## src/sv/aur_pkg.sv

```systemverilog
// Shared types, codes and constants of the H.264 access unit repacker.
// No dependencies; every other file of the block but aur_param_store imports this package.
`default_nettype none
package aur_pkg;

    // NAL unit header bytes seen in the stream.
    localparam logic [7:0] NAL_SPS   = 8'h67;
    localparam logic [7:0] NAL_PPS   = 8'h68;
    localparam logic [7:0] NAL_IDR   = 8'h65;
    localparam logic [7:0] NAL_P     = 8'h41;
    localparam logic [7:0] NAL_P_REF = 8'h61;

    // Status codes carried with every output transaction.
    localparam logic [1:0] ST_DATA    = 2'd0;
    localparam logic [1:0] ST_NOT_KEY = 2'd1;
    localparam logic [1:0] ST_UNSUP   = 2'd2;
    localparam logic [1:0] ST_FAULT   = 2'd3;

    localparam int SPS_LEN_W = 6;
    localparam int PPS_LEN_W = 4;
    localparam int AUD_LEN   = 6;
    localparam int HEAD_LEN  = 5;

    typedef enum logic [4:0] {
        PH_HEAD     = 5'b00001,
        PH_PASS_P   = 5'b00010,
        PH_PASS_KEY = 5'b00100,
        PH_KEY_HDR  = 5'b01000,
        PH_DROP     = 5'b10000
    } phase_t;

    typedef enum logic [2:0] {
        TGT_NONE = 3'b001,
        TGT_SPS  = 3'b010,
        TGT_PPS  = 3'b100
    } target_t;

    typedef enum logic [4:0] {
        CMD_NONE   = 5'b00001,
        CMD_DATA   = 5'b00010,
        CMD_STATUS = 5'b00100,
        CMD_P      = 5'b01000,
        CMD_KEY    = 5'b10000
    } cmd_kind_t;

    typedef enum logic [6:0] {
        E_IDLE   = 7'b0000001,
        E_AUD    = 7'b0000010,
        E_PWIN   = 7'b0000100,
        E_SC     = 7'b0001000,
        E_SPS    = 7'b0010000,
        E_PPS    = 7'b0100000,
        E_ISLICE = 7'b1000000
    } emit_state_t;

    // What the parser asks of the output side for one accepted byte.
    typedef struct packed {
        cmd_kind_t  kind;
        logic [7:0] data;
        logic       last;
        logic       key;
        logic [1:0] status;
    } cmd_t;

    // Stable parser state that the output side reads during a burst.
    typedef struct packed {
        logic [SPS_LEN_W-1:0] sps_count;
        logic [PPS_LEN_W-1:0] pps_count;
        logic [4:0][7:0]      window;
    } burst_info_t;

    // Access unit delimiter: start code, type 9, primary_pic_type all.
    function automatic logic [7:0] aud_byte(input logic [2:0] idx);
        logic [7:0] r;
        case (idx)
            3'd3:    r = 8'h01;
            3'd4:    r = 8'h09;
            3'd5:    r = 8'hF0;
            default: r = 8'h00;
        endcase
        return r;
    endfunction

endpackage
`default_nettype wire

```

## src/sv/aur_param_store.sv

```systemverilog
// SPS and PPS body memories: one write port and one registered read port each.
// Depends on nothing but its parameters.
`default_nettype none
module aur_param_store #(
    parameter int SPS_DEPTH = 32,
    parameter int PPS_DEPTH = 8
) (
    input  wire logic                         clk,
    input  wire logic                         sps_we,
    input  wire logic [$clog2(SPS_DEPTH)-1:0] sps_waddr,
    input  wire logic [$clog2(SPS_DEPTH)-1:0] sps_raddr,
    input  wire logic                         pps_we,
    input  wire logic [$clog2(PPS_DEPTH)-1:0] pps_waddr,
    input  wire logic [$clog2(PPS_DEPTH)-1:0] pps_raddr,
    input  wire logic [7:0]                   wdata,
    output logic      [7:0]                   sps_rdata,
    output logic      [7:0]                   pps_rdata
);
    logic [7:0] sps_mem [SPS_DEPTH];
    logic [7:0] pps_mem [PPS_DEPTH];

    always_ff @(posedge clk)
    begin
        if (sps_we)
        begin
            sps_mem[sps_waddr] <= wdata;
        end
        sps_rdata <= sps_mem[sps_raddr];
    end

    always_ff @(posedge clk)
    begin
        if (pps_we)
        begin
            pps_mem[pps_waddr] <= wdata;
        end
        pps_rdata <= pps_mem[pps_raddr];
    end
endmodule
`default_nettype wire

```

## src/sv/aur_frame_ctl.sv

```systemverilog
// Frame parser: classifies frames, tracks NAL boundaries and captures SPS/PPS.
// Depends on aur_pkg; drives the write ports of aur_param_store.
`default_nettype none
module aur_frame_ctl #(
    parameter int SPS_DEPTH = 32,
    parameter int PPS_DEPTH = 8
) (
    input  wire logic                         clk,
    input  wire logic                         rst_n,
    input  wire logic                         accept,
    input  wire logic [7:0]                   data_byte,
    input  wire logic                         frame_last,
    output aur_pkg::cmd_t                     cmd,
    output aur_pkg::burst_info_t              info,
    output logic                              sps_we,
    output logic      [$clog2(SPS_DEPTH)-1:0] sps_waddr,
    output logic                              pps_we,
    output logic      [$clog2(PPS_DEPTH)-1:0] pps_waddr,
    output logic      [7:0]                   wdata
);
    import aur_pkg::*;

    localparam int SAW = $clog2(SPS_DEPTH);
    localparam int PAW = $clog2(PPS_DEPTH);
    localparam logic [SPS_LEN_W-1:0] SPS_D   = SPS_LEN_W'(SPS_DEPTH);
    localparam logic [SPS_LEN_W-1:0] SPS_LIM = SPS_LEN_W'(SPS_DEPTH + 4);
    localparam logic [SPS_LEN_W-1:0] SPS_SAT = {SPS_LEN_W{1'b1}};
    localparam logic [PPS_LEN_W-1:0] PPS_D   = PPS_LEN_W'(PPS_DEPTH);
    localparam logic [PPS_LEN_W-1:0] PPS_LIM = PPS_LEN_W'(PPS_DEPTH + 4);
    localparam logic [PPS_LEN_W-1:0] PPS_SAT = {PPS_LEN_W{1'b1}};

    phase_t               phase_reg, phase_next;
    target_t              tgt_reg, tgt_next;
    logic [2:0]           hcnt_reg, hcnt_next, hc;
    logic                 key_seen_reg, key_seen_next;
    logic                 pv_reg, pv_next;
    logic [SPS_LEN_W-1:0] sl_reg, sl_next;
    logic [PPS_LEN_W-1:0] pl_reg, pl_next;
    logic [4:0][7:0]      win_reg, win_next, nwin;
    logic                 sc, fault, do_app;
    logic [1:0]           reject_st;

    always_comb
    begin
        phase_next    = phase_reg;
        tgt_next      = tgt_reg;
        hcnt_next     = hcnt_reg;
        key_seen_next = key_seen_reg;
        pv_next       = pv_reg;
        sl_next       = sl_reg;
        pl_next       = pl_reg;
        win_next      = win_reg;
        cmd           = '{kind: CMD_NONE, data: 8'h00, last: 1'b0, key: 1'b0, status: ST_DATA};
        fault         = 1'b0;
        do_app        = 1'b0;
        sps_we        = 1'b0;
        pps_we        = 1'b0;
        sps_waddr     = '0;
        pps_waddr     = '0;
        wdata         = data_byte;
        hc            = hcnt_reg + 3'd1;
        nwin          = {data_byte, win_reg[4:1]};
        sc            = (nwin[0] == 8'h00) && (nwin[1] == 8'h00) && (nwin[2] == 8'h00)
                        && (nwin[3] == 8'h01);
        reject_st     = key_seen_reg ? ST_UNSUP : ST_NOT_KEY;

        if (accept)
        begin
            win_next = nwin;
            case (phase_reg)
                PH_HEAD:
                begin
                    if (hc < 3'(HEAD_LEN))
                    begin
                        hcnt_next = hc;
                        if (frame_last)
                        begin
                            hcnt_next = 3'd0;
                            cmd = '{kind: CMD_STATUS, data: 8'h00, last: 1'b1, key: 1'b0,
                                    status: reject_st};
                        end
                    end
                    else
                    begin
                        hcnt_next = 3'd0;
                        if (sc && data_byte == NAL_SPS)
                        begin
                            key_seen_next = 1'b1;
                            if (!pv_reg)
                            begin
                                tgt_next  = TGT_SPS;
                                sps_we    = 1'b1;
                                sps_waddr = '0;
                                sl_next   = SPS_LEN_W'(1);
                                pl_next   = '0;
                            end
                            else
                            begin
                                tgt_next = TGT_NONE;
                            end
                            if (frame_last)
                            begin
                                fault = 1'b1;
                            end
                            else
                            begin
                                phase_next = PH_KEY_HDR;
                            end
                        end
                        else if (key_seen_reg && sc
                                 && (data_byte == NAL_P || data_byte == NAL_P_REF))
                        begin
                            cmd = '{kind: CMD_P, data: 8'h00, last: frame_last, key: 1'b0,
                                    status: ST_DATA};
                            phase_next = frame_last ? PH_HEAD : PH_PASS_P;
                        end
                        else
                        begin
                            cmd = '{kind: CMD_STATUS, data: 8'h00, last: 1'b1, key: 1'b0,
                                    status: reject_st};
                            phase_next = frame_last ? PH_HEAD : PH_DROP;
                        end
                    end
                end
                PH_PASS_P, PH_PASS_KEY:
                begin
                    cmd = '{kind: CMD_DATA, data: data_byte, last: frame_last,
                            key: (phase_reg == PH_PASS_KEY), status: ST_DATA};
                    if (frame_last)
                    begin
                        phase_next = PH_HEAD;
                    end
                end
                PH_KEY_HDR:
                begin
                    if (sc)
                    begin
                        // The start code that ended the unit was captured; take it back.
                        if (!pv_reg)
                        begin
                            if (tgt_reg == TGT_SPS)
                            begin
                                sl_next = (sl_reg >= SPS_LEN_W'(4)) ? sl_reg - SPS_LEN_W'(4) : '0;
                            end
                            else if (tgt_reg == TGT_PPS)
                            begin
                                pl_next = (pl_reg >= PPS_LEN_W'(4)) ? pl_reg - PPS_LEN_W'(4) : '0;
                            end
                        end
                        if (data_byte == NAL_IDR)
                        begin
                            if (!pv_reg && pl_next == '0)
                            begin
                                fault = 1'b1;
                            end
                            else
                            begin
                                pv_next    = 1'b1;
                                tgt_next   = TGT_NONE;
                                cmd = '{kind: CMD_KEY, data: 8'h00, last: frame_last, key: 1'b1,
                                        status: ST_DATA};
                                phase_next = frame_last ? PH_HEAD : PH_PASS_KEY;
                            end
                        end
                        else if (!pv_reg)
                        begin
                            do_app = 1'b1;
                            if (data_byte == NAL_SPS)
                            begin
                                tgt_next = TGT_SPS;
                                sl_next  = '0;
                            end
                            else if (data_byte == NAL_PPS)
                            begin
                                tgt_next = TGT_PPS;
                                pl_next  = '0;
                            end
                            else
                            begin
                                tgt_next = TGT_NONE;
                            end
                        end
                    end
                    else if (!pv_reg)
                    begin
                        do_app = 1'b1;
                    end

                    if (do_app)
                    begin
                        if (tgt_next == TGT_SPS)
                        begin
                            if (sl_next < SPS_D)
                            begin
                                sps_we    = 1'b1;
                                sps_waddr = sl_next[SAW-1:0];
                            end
                            if (sl_next != SPS_SAT)
                            begin
                                sl_next = sl_next + SPS_LEN_W'(1);
                            end
                            if (sl_next > SPS_LIM)
                            begin
                                fault = 1'b1;
                            end
                        end
                        else if (tgt_next == TGT_PPS)
                        begin
                            if (pl_next < PPS_D)
                            begin
                                pps_we    = 1'b1;
                                pps_waddr = pl_next[PAW-1:0];
                            end
                            if (pl_next != PPS_SAT)
                            begin
                                pl_next = pl_next + PPS_LEN_W'(1);
                            end
                            if (pl_next > PPS_LIM)
                            begin
                                fault = 1'b1;
                            end
                        end
                    end

                    if (!fault && phase_next == PH_KEY_HDR && frame_last)
                    begin
                        fault = 1'b1;
                    end
                end
                default:
                begin
                    if (frame_last)
                    begin
                        phase_next = PH_HEAD;
                    end
                end
            endcase

            if (fault)
            begin
                tgt_next   = TGT_NONE;
                cmd = '{kind: CMD_STATUS, data: 8'h00, last: 1'b1, key: 1'b1, status: ST_FAULT};
                phase_next = frame_last ? PH_HEAD : PH_DROP;
            end
        end
    end

    always_ff @(posedge clk or negedge rst_n)
    begin
        if (!rst_n)
        begin
            phase_reg    <= PH_HEAD;
            tgt_reg      <= TGT_NONE;
            hcnt_reg     <= 3'd0;
            key_seen_reg <= 1'b0;
            pv_reg       <= 1'b0;
            sl_reg       <= '0;
            pl_reg       <= '0;
            win_reg      <= '0;
        end
        else
        begin
            phase_reg    <= phase_next;
            tgt_reg      <= tgt_next;
            hcnt_reg     <= hcnt_next;
            key_seen_reg <= key_seen_next;
            pv_reg       <= pv_next;
            sl_reg       <= sl_next;
            pl_reg       <= pl_next;
            win_reg      <= win_next;
        end
    end

    assign info.sps_count = (sl_reg > SPS_D) ? SPS_D : sl_reg;
    assign info.pps_count = (pl_reg > PPS_D) ? PPS_D : pl_reg;
    assign info.window    = win_reg;
endmodule
`default_nettype wire

```

## src/sv/aur_emitter.sv

```systemverilog
// Output sequencer: plays out pass-through bytes, status items and header bursts.
// Depends on aur_pkg; reads the stores of aur_param_store.
`default_nettype none
module aur_emitter #(
    parameter int SPS_DEPTH = 32,
    parameter int PPS_DEPTH = 8
) (
    input  wire logic                         clk,
    input  wire logic                         rst_n,
    input  wire logic                         accept,
    input  wire aur_pkg::cmd_t                cmd,
    input  wire aur_pkg::burst_info_t         info,
    input  wire logic [7:0]                   sps_rdata,
    input  wire logic [7:0]                   pps_rdata,
    output logic      [$clog2(SPS_DEPTH)-1:0] sps_raddr,
    output logic      [$clog2(PPS_DEPTH)-1:0] pps_raddr,
    output logic                              in_ready,
    output logic                              m_valid,
    input  wire logic                         m_ready,
    output logic      [7:0]                   m_byte,
    output logic                              m_last,
    output logic                              m_key,
    output logic      [1:0]                   m_status
);
    import aur_pkg::*;

    localparam int SAW = $clog2(SPS_DEPTH);
    localparam int PAW = $clog2(PPS_DEPTH);

    emit_state_t    st_reg, st_next, after_reg, after_next;
    logic [5:0]     cnt_reg, cnt_next, cnt_inc;
    logic           keym_reg, keym_next, plast_reg, plast_next;
    logic           ov_reg, ov_next, olast_reg, olast_next, okey_reg, okey_next;
    logic [7:0]     obyte_reg, obyte_next;
    logic [1:0]     ost_reg, ost_next;
    logic           slot, sps_end, pps_end;

    assign slot     = !ov_reg || m_ready;
    assign in_ready = (st_reg == E_IDLE) && slot;
    assign cnt_inc  = cnt_reg + 6'd1;
    assign sps_end  = (cnt_inc == info.sps_count);
    assign pps_end  = (cnt_inc == 6'(info.pps_count));

    // Keep the store read one entry ahead of the byte being shown.
    always_comb
    begin
        sps_raddr = '0;
        pps_raddr = '0;
        if (st_reg == E_SPS)
        begin
            sps_raddr = (slot && !sps_end) ? cnt_inc[SAW-1:0] : cnt_reg[SAW-1:0];
        end
        if (st_reg == E_PPS)
        begin
            pps_raddr = (slot && !pps_end) ? cnt_inc[PAW-1:0] : cnt_reg[PAW-1:0];
        end
    end

    always_comb
    begin
        st_next    = st_reg;
        after_next = after_reg;
        cnt_next   = cnt_reg;
        keym_next  = keym_reg;
        plast_next = plast_reg;
        ov_next    = ov_reg && !m_ready;
        obyte_next = obyte_reg;
        olast_next = olast_reg;
        okey_next  = okey_reg;
        ost_next   = ost_reg;

        case (st_reg)
            E_IDLE:
            begin
                if (accept)
                begin
                    case (cmd.kind)
                        CMD_DATA, CMD_STATUS:
                        begin
                            ov_next    = 1'b1;
                            obyte_next = cmd.data;
                            olast_next = cmd.last;
                            okey_next  = cmd.key;
                            ost_next   = cmd.status;
                        end
                        CMD_P, CMD_KEY:
                        begin
                            ov_next    = 1'b1;
                            obyte_next = aud_byte(3'd0);
                            olast_next = 1'b0;
                            okey_next  = cmd.key;
                            ost_next   = ST_DATA;
                            keym_next  = cmd.key;
                            plast_next = cmd.last;
                            cnt_next   = 6'd1;
                            st_next    = E_AUD;
                        end
                        default:
                        begin
                        end
                    endcase
                end
            end
            E_AUD:
            begin
                if (slot)
                begin
                    ov_next    = 1'b1;
                    obyte_next = aud_byte(cnt_reg[2:0]);
                    olast_next = 1'b0;
                    okey_next  = keym_reg;
                    ost_next   = ST_DATA;
                    cnt_next   = cnt_inc;
                    if (cnt_inc == 6'(AUD_LEN))
                    begin
                        cnt_next   = 6'd0;
                        st_next    = keym_reg ? E_SC : E_PWIN;
                        after_next = E_SPS;
                    end
                end
            end
            E_PWIN:
            begin
                if (slot)
                begin
                    ov_next    = 1'b1;
                    obyte_next = info.window[cnt_reg[2:0]];
                    olast_next = (cnt_inc == 6'(HEAD_LEN)) ? plast_reg : 1'b0;
                    okey_next  = 1'b0;
                    ost_next   = ST_DATA;
                    cnt_next   = cnt_inc;
                    if (cnt_inc == 6'(HEAD_LEN))
                    begin
                        st_next = E_IDLE;
                    end
                end
            end
            E_SC:
            begin
                if (slot)
                begin
                    ov_next    = 1'b1;
                    obyte_next = (cnt_reg == 6'd3) ? 8'h01 : 8'h00;
                    olast_next = 1'b0;
                    okey_next  = 1'b1;
                    ost_next   = ST_DATA;
                    cnt_next   = cnt_inc;
                    if (cnt_reg == 6'd3)
                    begin
                        cnt_next = 6'd0;
                        case (after_reg)
                            E_SPS:
                            begin
                                if (info.sps_count != '0)
                                begin
                                    st_next = E_SPS;
                                end
                                after_next = E_PPS;
                            end
                            E_PPS:
                            begin
                                if (info.pps_count != '0)
                                begin
                                    st_next = E_PPS;
                                end
                                after_next = E_ISLICE;
                            end
                            default:
                            begin
                                st_next = E_ISLICE;
                            end
                        endcase
                    end
                end
            end
            E_SPS:
            begin
                if (slot)
                begin
                    ov_next    = 1'b1;
                    obyte_next = sps_rdata;
                    olast_next = 1'b0;
                    okey_next  = 1'b1;
                    ost_next   = ST_DATA;
                    cnt_next   = cnt_inc;
                    if (sps_end)
                    begin
                        cnt_next = 6'd0;
                        st_next  = E_SC;
                    end
                end
            end
            E_PPS:
            begin
                if (slot)
                begin
                    ov_next    = 1'b1;
                    obyte_next = pps_rdata;
                    olast_next = 1'b0;
                    okey_next  = 1'b1;
                    ost_next   = ST_DATA;
                    cnt_next   = cnt_inc;
                    if (pps_end)
                    begin
                        cnt_next = 6'd0;
                        st_next  = E_SC;
                    end
                end
            end
            E_ISLICE:
            begin
                if (slot)
                begin
                    ov_next    = 1'b1;
                    obyte_next = NAL_IDR;
                    olast_next = plast_reg;
                    okey_next  = 1'b1;
                    ost_next   = ST_DATA;
                    st_next    = E_IDLE;
                end
            end
            default:
            begin
                st_next = E_IDLE;
            end
        endcase
    end

    always_ff @(posedge clk or negedge rst_n)
    begin
        if (!rst_n)
        begin
            st_reg    <= E_IDLE;
            after_reg <= E_SPS;
            cnt_reg   <= 6'd0;
            ov_reg    <= 1'b0;
        end
        else
        begin
            st_reg    <= st_next;
            after_reg <= after_next;
            cnt_reg   <= cnt_next;
            ov_reg    <= ov_next;
        end
    end

    always_ff @(posedge clk)
    begin
        keym_reg  <= keym_next;
        plast_reg <= plast_next;
        obyte_reg <= obyte_next;
        olast_reg <= olast_next;
        okey_reg  <= okey_next;
        ost_reg   <= ost_next;
    end

    assign m_valid  = ov_reg;
    assign m_byte   = obyte_reg;
    assign m_last   = olast_reg;
    assign m_key    = okey_reg;
    assign m_status = ost_reg;
endmodule
`default_nettype wire

```

## src/sv/h264_access_unit_repacker.sv

```systemverilog
// Top level of the H.264 access unit repacker: parser, parameter store, sequencer.
// Depends on aur_pkg, aur_frame_ctl, aur_param_store and aur_emitter.
//
// The block takes an Annex B stream one byte per transaction, with tlast on the last
// byte of each frame, and writes each frame out as a clean access unit. A frame that
// opens 00 00 00 01 67 is a key frame: its SPS, PPS, SEI and other leading units are
// dropped and replaced by an AUD, the stored SPS and PPS (each behind a start code)
// and the I slice from its start code to the end of the frame. The SPS and PPS bodies
// are captured from key frames until one capture succeeds and are kept from then on.
// A frame that opens 00 00 00 01 41 or 61 is a P frame and comes out behind an AUD,
// unchanged. Anything else yields one status transaction (tdata zero, tlast high):
// status 1 before the first key frame, 2 for an unsupported or short frame, 3 for a
// header fault (parameter set larger than its store, missing PPS or missing I slice);
// the rest of that frame is then swallowed. Rate: one input byte per cycle while bytes
// pass straight through or are dropped and the output does not stall. The fifth byte
// of a P frame holds the input while the AUD and the five header bytes go out, and the
// I slice header of a key frame holds it while the AUD, three start codes, the stored
// SPS and PPS and the I slice NAL byte go out; the sequencer feeds the single output
// register one byte per cycle while it is free, with the stores read one entry ahead.
// The stores need no clearing after reset, so the block is ready at once.
`default_nettype none
module h264_access_unit_repacker #(
    parameter int SPS_DEPTH = 32,
    parameter int PPS_DEPTH = 8
) (
    input  wire logic       clk,
    input  wire logic       rst_n,
    input  wire logic       s_axis_tvalid,
    output logic            s_axis_tready,
    input  wire logic [7:0] s_axis_tdata,   // [7:0] data_byte
    input  wire logic       s_axis_tlast,   // frame_last
    output logic            m_axis_tvalid,
    input  wire logic       m_axis_tready,
    output logic      [7:0] m_axis_tdata,   // [7:0] out_byte
    output logic            m_axis_tlast,   // out_last
    output logic      [2:0] m_axis_tuser    // [0] key_frame, [2:1] status
);
    import aur_pkg::*;

    localparam int SAW = $clog2(SPS_DEPTH);
    localparam int PAW = $clog2(PPS_DEPTH);

    logic            accept;
    cmd_t            cmd;
    burst_info_t     info;
    logic            sps_we, pps_we;
    logic [SAW-1:0]  sps_waddr, sps_raddr;
    logic [PAW-1:0]  pps_waddr, pps_raddr;
    logic [7:0]      wdata, sps_rdata, pps_rdata;
    logic            m_key;
    logic [1:0]      m_status;

    // A transaction on the input side is taken only while the sequencer is idle.
    assign accept = s_axis_tvalid && s_axis_tready;

    aur_frame_ctl #(
        .SPS_DEPTH (SPS_DEPTH),
        .PPS_DEPTH (PPS_DEPTH)
    ) u_ctl (
        .clk        (clk),
        .rst_n      (rst_n),
        .accept     (accept),
        .data_byte  (s_axis_tdata),
        .frame_last (s_axis_tlast),
        .cmd        (cmd),
        .info       (info),
        .sps_we     (sps_we),
        .sps_waddr  (sps_waddr),
        .pps_we     (pps_we),
        .pps_waddr  (pps_waddr),
        .wdata      (wdata)
    );

    aur_param_store #(
        .SPS_DEPTH (SPS_DEPTH),
        .PPS_DEPTH (PPS_DEPTH)
    ) u_store (
        .clk       (clk),
        .sps_we    (sps_we),
        .sps_waddr (sps_waddr),
        .sps_raddr (sps_raddr),
        .pps_we    (pps_we),
        .pps_waddr (pps_waddr),
        .pps_raddr (pps_raddr),
        .wdata     (wdata),
        .sps_rdata (sps_rdata),
        .pps_rdata (pps_rdata)
    );

    // Writes only happen on accepted bytes and reads only during bursts, when no
    // byte is accepted, so the two never touch the same entry in one cycle.
    aur_emitter #(
        .SPS_DEPTH (SPS_DEPTH),
        .PPS_DEPTH (PPS_DEPTH)
    ) u_emit (
        .clk       (clk),
        .rst_n     (rst_n),
        .accept    (accept),
        .cmd       (cmd),
        .info      (info),
        .sps_rdata (sps_rdata),
        .pps_rdata (pps_rdata),
        .sps_raddr (sps_raddr),
        .pps_raddr (pps_raddr),
        .in_ready  (s_axis_tready),
        .m_valid   (m_axis_tvalid),
        .m_ready   (m_axis_tready),
        .m_byte    (m_axis_tdata),
        .m_last    (m_axis_tlast),
        .m_key     (m_key),
        .m_status  (m_status)
    );

    assign m_axis_tuser = {m_status, m_key};
endmodule
`default_nettype wire

```

## config.mk

```make
export PLATFORM = sky130hd
export DESIGN_NAME = h264_access_unit_repacker
export DESIGN_NICKNAME = d
export VERILOG_FILES = /design/src/sv/aur_pkg.sv /design/src/sv/aur_param_store.sv /design/src/sv/aur_frame_ctl.sv /design/src/sv/aur_emitter.sv /design/src/sv/h264_access_unit_repacker.sv
export SDC_FILE = /design/constraint.sdc
export NUM_CORES = 1
export LEC_CHECK = 0
export BUFFER_PORTS_ARGS = -buffer_cell sky130_fd_sc_hd__buf_4
export CORE_MARGIN = 4
export CORE_UTILIZATION = 45
export CTS_CLUSTER_DIAMETER = 30
export CTS_CLUSTER_SIZE = 8
export DETAILED_ROUTE_END_ITERATION = 12
export GPL_TIMING_DRIVEN = 0
export REMOVE_ABC_BUFFERS = 1
export SLEW_MARGIN = 10
export SYNTH_ARGS = -nofsm -noshare
export SYNTH_HDL_FRONTEND = slang
export SYNTH_HIERARCHICAL = 1
export SYNTH_SLANG_ARGS = --single-unit
export TNS_END_PERCENT = 10
```

## constraint.sdc

```tcl
create_clock -name clk -period 12.25 [get_ports clk]
set_input_delay 1.225 -clock clk [delete_from_list [all_inputs] [get_ports clk]]
set_output_delay 1.225 -clock clk [all_outputs]
set_load 0.02 [all_outputs]
```

# ---- Word-level counts from Yosys, hierarchy flattened
# Memories as Yosys holds them, arrays and structs flattened. A register that Yosys moved wholly into a read port is not among the register bits.
# Cells that the tools add are included.
dict set report totals {
  romBits 0
  ramBits 320
  output_inout_bits 14
  mem_count 2
  input_bits 13
  latchBits 0
  word_cells 377
  reg_bits 98
}
dict set report classes {
  div_mod_pow 0
  mul 0
  mux 212
  bitwise_logic 2
  reduce_logical 58
  add_sub_neg 6
  shift 0
  magnitude_cmp 10
  n_eq_ne 65
}
# name words width read_ports rd_clocked_by_memory_dff write_ports line
set mem_list {}
lappend mem_list {u_store.sps_mem 32 8 1 1 1 aur_param_store.sv:19} ;# logic [7:0] sps_mem [SPS_DEPTH];
lappend mem_list {u_store.pps_mem 8 8 1 1 1 aur_param_store.sv:20} ;# logic [7:0] pps_mem [PPS_DEPTH];
# operator n
set op_table {}
lappend op_table {{$mux 6} 31}
lappend op_table {{$mux 7} 19}
lappend op_table {{$mux 17} 7}
lappend op_table {{$mux 4} 28}
lappend op_table {{$mux 5} 19}
lappend op_table {{$mux 3} 22}
lappend op_table {{$mux 8} 8}
lappend op_table {{$pmux 8 s7} 1}
lappend op_table {{$pmux 17 s3} 1}
lappend op_table {{$mux 1} 49}
lappend op_table {{$pmux 7 s7} 1}
lappend op_table {{$pmux 7 s2} 3}
lappend op_table {{$eq 8x7->1 const B} 5}
lappend op_table {{$pmux 6 s6} 1}
lappend op_table {{$ne 2x1->1 const B} 15}
lappend op_table {{$bmux 8 s3} 1}
lappend op_table {{$logic_not 8->1} 3}
lappend op_table {{$pmux 8 s3} 1}
lappend op_table {{$reduce_and 6->1} 3}
lappend op_table {{$mux 16} 1}
lappend op_table {{$pmux 8 s2} 1}
lappend op_table {{$reduce_and 4->1} 4}
lappend op_table {{$reduce_bool 4->1} 4}
lappend op_table {{$eq 5x4->1 const B} 3}
lappend op_table {{64 further kinds} 122}

# ---- Longest topological paths before layout
dict set report logic_depth {
  ltp_word 42
  mapped_depth 21
  depth_no_buf 20
}

# ---- Hierarchy
# The synthesis kept the hierarchy.
# mod cells_per_inst area_each_um2 instances seq_area_each_um2
set modules_own_cells {}
lappend modules_own_cells {aur_param_store 532 12663.4 1 9929.5}
lappend modules_own_cells {aur_frame_ctl 455 4357.9 1 1579.0}
lappend modules_own_cells {aur_emitter 325 2917.8 1 848.3}
lappend modules_own_cells {h264_access_unit_repacker 2 13.8 1 0.0}

# ---- Least setup slack after synthesis
# OpenSTA, ideal clock, no wires.
dict set report synth_timing {
  path_type {input-to-reg}
  start {in s_axis_tdata[2]}
  end {reg u_emit.obyte_reg[0], in the netlist u_emit/m_byte[0], enable pin}
  setup_time_ns 0.386
  setup_slack_ns 6.414
  path_buffers 2
  cell_stages 20
  arrival_ns 5.450
  t_required_ns 11.864
  path_cell_list {clkbuf_1 > or4b_1 > nor3_2 > o2111ai_1 > and2_0 > clkbuf_1 > ha_1 > nand2b_1 > a31o_2 > a211oi_1 > o31ai_1 > a32oi_2 > o211ai_2 > nand3b_1 > xor2_1 > o21ai_0 > o32a_1 > nor2_1 > a21oi_1 > a211oi_1}
}
# element line
set synth_rtl {}
lappend synth_rtl {{start, declared} h264_access_unit_repacker.sv:30} ;# input wire logic [7:0] s_axis_tdata,
lappend synth_rtl {{end signal, assigned} aur_emitter.sv:251} ;# obyte_reg <= obyte_next;
lappend synth_rtl {{end, declared} aur_emitter.sv:34} ;# logic [7:0] obyte_reg, obyte_next;

==> metrics.txt <==
min cycle time layout=6.544 ns; CP max-delay cell=nor4bb_1; detailed placement HPWL=31420 µm; warnings from Yosys=6; RSZ-0062 raised after global routing=no; R2R Setup Slk=6.00 ns; maximum fanout along the worst path=45; Die Wd=218.6 µm; most frequent cells in the layout=edfxtp_1, mux4_2, clkbuf_16, nor2_1, dfrtp_1; Peak VDD IR=0.1331 mV; Hold EP=u_ctl/hcnt_reg[1]; r2r endpoint=u_emit/m_byte[2]; crit-path leading delay family=simple AND/OR/NAND/NOR gates; WHS=0.4913 ns; Clock Path Buffers=3; Area Growth Syn to Fin=19.91%; Setup crit end kind=flip-flop; Critical Path AT=7.01 ns; Worst R2R Start=u_ctl/info[15]; Hold Path Class=reg2reg; largest net degree at the start of global routing=81; H-tree depth=3; power per cell area=209.0 nW/µm²; Mapped Area=19950 µm²; commonest non-fill, non-tap cell in the layout=edfxtp_1; DRT iter0 DRCs=895; r2r worst-path depth=18; most flop-heavy register=u_store/sps_mem; worst-margin pin slew=1.214 ns; Mean Syn Cell Area=15.18 µm²; critical path class=in2reg; Critical Path RT=12.72 ns; top sig layer=met4; Num CTS Buffers=90; multiplexer area fraction after synthesis=15.48%; Post-synth EDFFs=334; largest family of logic cells by synthesized area=multiplexers; CTS tree=done; crit start category=input port; clock sink count=430; Worst Min Path Start=u_ctl/hcnt_reg[1]; cell count after synthesis=1314; GRT Residual Overflow=0; first-pass GRT wire length=74990 µm; vias in the first global route=12150; complex-gate fraction of the synthesized area=7.500%; asr flop ratio synth=18.60%; DR vias/cell=6.018; share of layout cells above drive strength 1=27.79%; crit-path cells=buf_4, nor4bb_1, a31oi_1, o41ai_1, o31a_1, nor4b_4, mux2_1, a32oi_2, o211ai_2, and3_1, nor3_1, nand3b_1, a22oi_1, o211ai_1, nor4_4, mux2_4; status=completed; post-synthesis simple-gate area fraction=10.60%; DRT antenna net count=0; clk slew on worst S/H paths=0.04 ns; Static Leak=8.007 nW; fin crit share=53.42%; Final nets=1388; antenna violations before repair=0; ys flop type=edfxtp_1; root buffer cell=clkbuf_16; clock skew=0.03011 ns; Vias=12160; RD Place Congestion=0.9145; CTS Hold Buffers Added=0; Top Ports=27; antenna cells=0; hold depth=2; routed wl met3=2994 µm; xor and xnor area share after synthesis=1.373%; Die Ht=218.6 µm; Die Footprint=47770 µm²; Hold Fails Final Rpt=0; Post-Synth Adder-Cell Area=0.6772%; Final Max Tran Viols=0; FF+latch count, synth=430; Worst-Skew Late Latency=0.62 ns; CP Buf/Inv Count=1; # fillers=3415; starting density of the core=45.91%; WL met1=21040 µm; detailed-router iteration count before antenna repair=5; met2 WL=23490 µm; WL final=48790 µm; Max Fclk=152.8 MHz; slowest stage delay, CP=1.09 ns; Max Cap Viol=0; Seq/Total Area, Yosys=61.93%; endpoints failing setup=0; DRC Markers=0; number of gates resized after CTS=0; core box area=43460 µm²; Slew HR=17.96%; IO Port Bufs=26; Total Routing Usage GR=20.71%; FP Rows=76; postcts setup bufs=0; drt wl/cell=24.14 µm; max reg flops=256; post-synth cell types=97; Final Power=5.001 mW
==> power by group <==
part           leakage, nW  switching, mW  internal (mW)
clock network         1.49          0.770           1.66
registers             4.14          0.158           1.70
logic                 2.37          0.388          0.324
total                 8.01           1.32           3.69
==> per-stage QoR <==
| step | utilization, % | setup TNS (ns) | setup WS [ns] | instances | area, µm² |
|---|---|---|---|---|---|
| 2_1_floorplan | - | 0 | 3.649 | 1233 | 19540 |
| 3_3_place_gp | 47.10 | -8.264 | -1.058 | 1844 | 20470 |
| 3_5_place_dp | 47.87 | 0 | 4.845 | 1858 | 20800 |
| 4_1_cts | 55.01 | 0 | 5.443 | 2021 | 23900 |
| 5_1_grt | 55.06 | 0 | 5.413 | 2021 | 23930 |
| 6_report | 55.06 | 0 | 5.706 | 2021 | 23930 |
==> how the worst max path moves through the flow <==
stage / from / endpoint / slack [ns] / cells after the start
after floorplan: u_emit/cnt_reg[0] / u_store/sps_rdata[0] / 3.65 / 11
after global placement: u_emit/cnt_reg[0] / u_store/sps_rdata[3] / -1.06 / 11
after detailed placement: s_axis_tdata[6] / u_emit/m_byte[4] / 4.85 / 16
after CTS: s_axis_tdata[6] / u_emit/m_byte[2] / 5.44 / 16
after global routing: s_axis_tdata[6] / u_emit/m_byte[2] / 5.41 / 16
final: s_axis_tdata[6] / u_emit/st_reg[2] / 5.71 / 16
==> cell families (layout without fill, tap and decap cells) <==
kind of cell / Yosys count / in the layout
AOI/OAI and AO/OA: 200 / 200
xor gates and xnor gates: 28 / 28
adders and majority gates: 11 / 11
buffers and inverters: 101 / 223
DFF: 430 / 430
muxes: 170 / 170
and+or+nand+nor: 374 / 374
==> cell type report <==
| cell class | count | area [µm²] | area share, % |
|---|---|---|---|
| Tap cell | 585 | 732.0 | 3.059 |
| Clock inverter | 53 | 668.1 | 2.793 |
| Multi-Input combinational cell | 783 | 7183 | 30.02 |
| Inverter | 20 | 75.07 | 0.3138 |
| Timing Repair Buffer | 40 | 478.0 | 1.998 |
| Clock buffer | 110 | 2432 | 10.17 |
| Sequential cell | 430 | 12360 | 51.65 |
==> per-layer routing <==
layer	vias to the layer above	track usage (%)
met2	449	33.50
met5	-	0
li1	5385	-
met3	101	4.366
met4	0	6.172
met1	6227	28.53
==> worst register-to-register path, stage by stage, from the launching register on <==
cell and delay (ns):
dfrtp_1 0.43, nor4_4 0.45, nand4_1 0.40, nor3_1 0.91
o21ai_0 0.36, and2_1 0.29, ha_1 0.25, inv_1 0.17
a211oi_4 0.09, mux2i_1 0.18, o211ai_1 0.19, o211ai_2 0.33
nand3b_1 0.21, o21ai_0 0.21, o21ai_0 0.11, o32a_1 0.19
nor2_1 0.23, a21oi_1 0.19, a211oi_2 0.68
==> cell usage after synthesis, drive strengths merged (15+ instances only) <==
cell      n  area, µm²
nor4     27      245.2
a211oi   18      147.6
mux2     60      686.9
mux4    104       2342
and2     24      150.1
clkbuf   33      123.9
dfxtp    16      320.3
a22oi    15      112.6
xnor2    16      140.1
dfrtp    76       1902
o21ai    41      209.0
nand3    33      192.7
inv      20      75.07
nor3     26      135.1
edfxtp  334      10030
nand2    58      217.7
nand2b   18      112.6
a21oi    25      125.1
buf      48      286.5
nor2     98      367.9
Power figures use the tool's default switching activity.
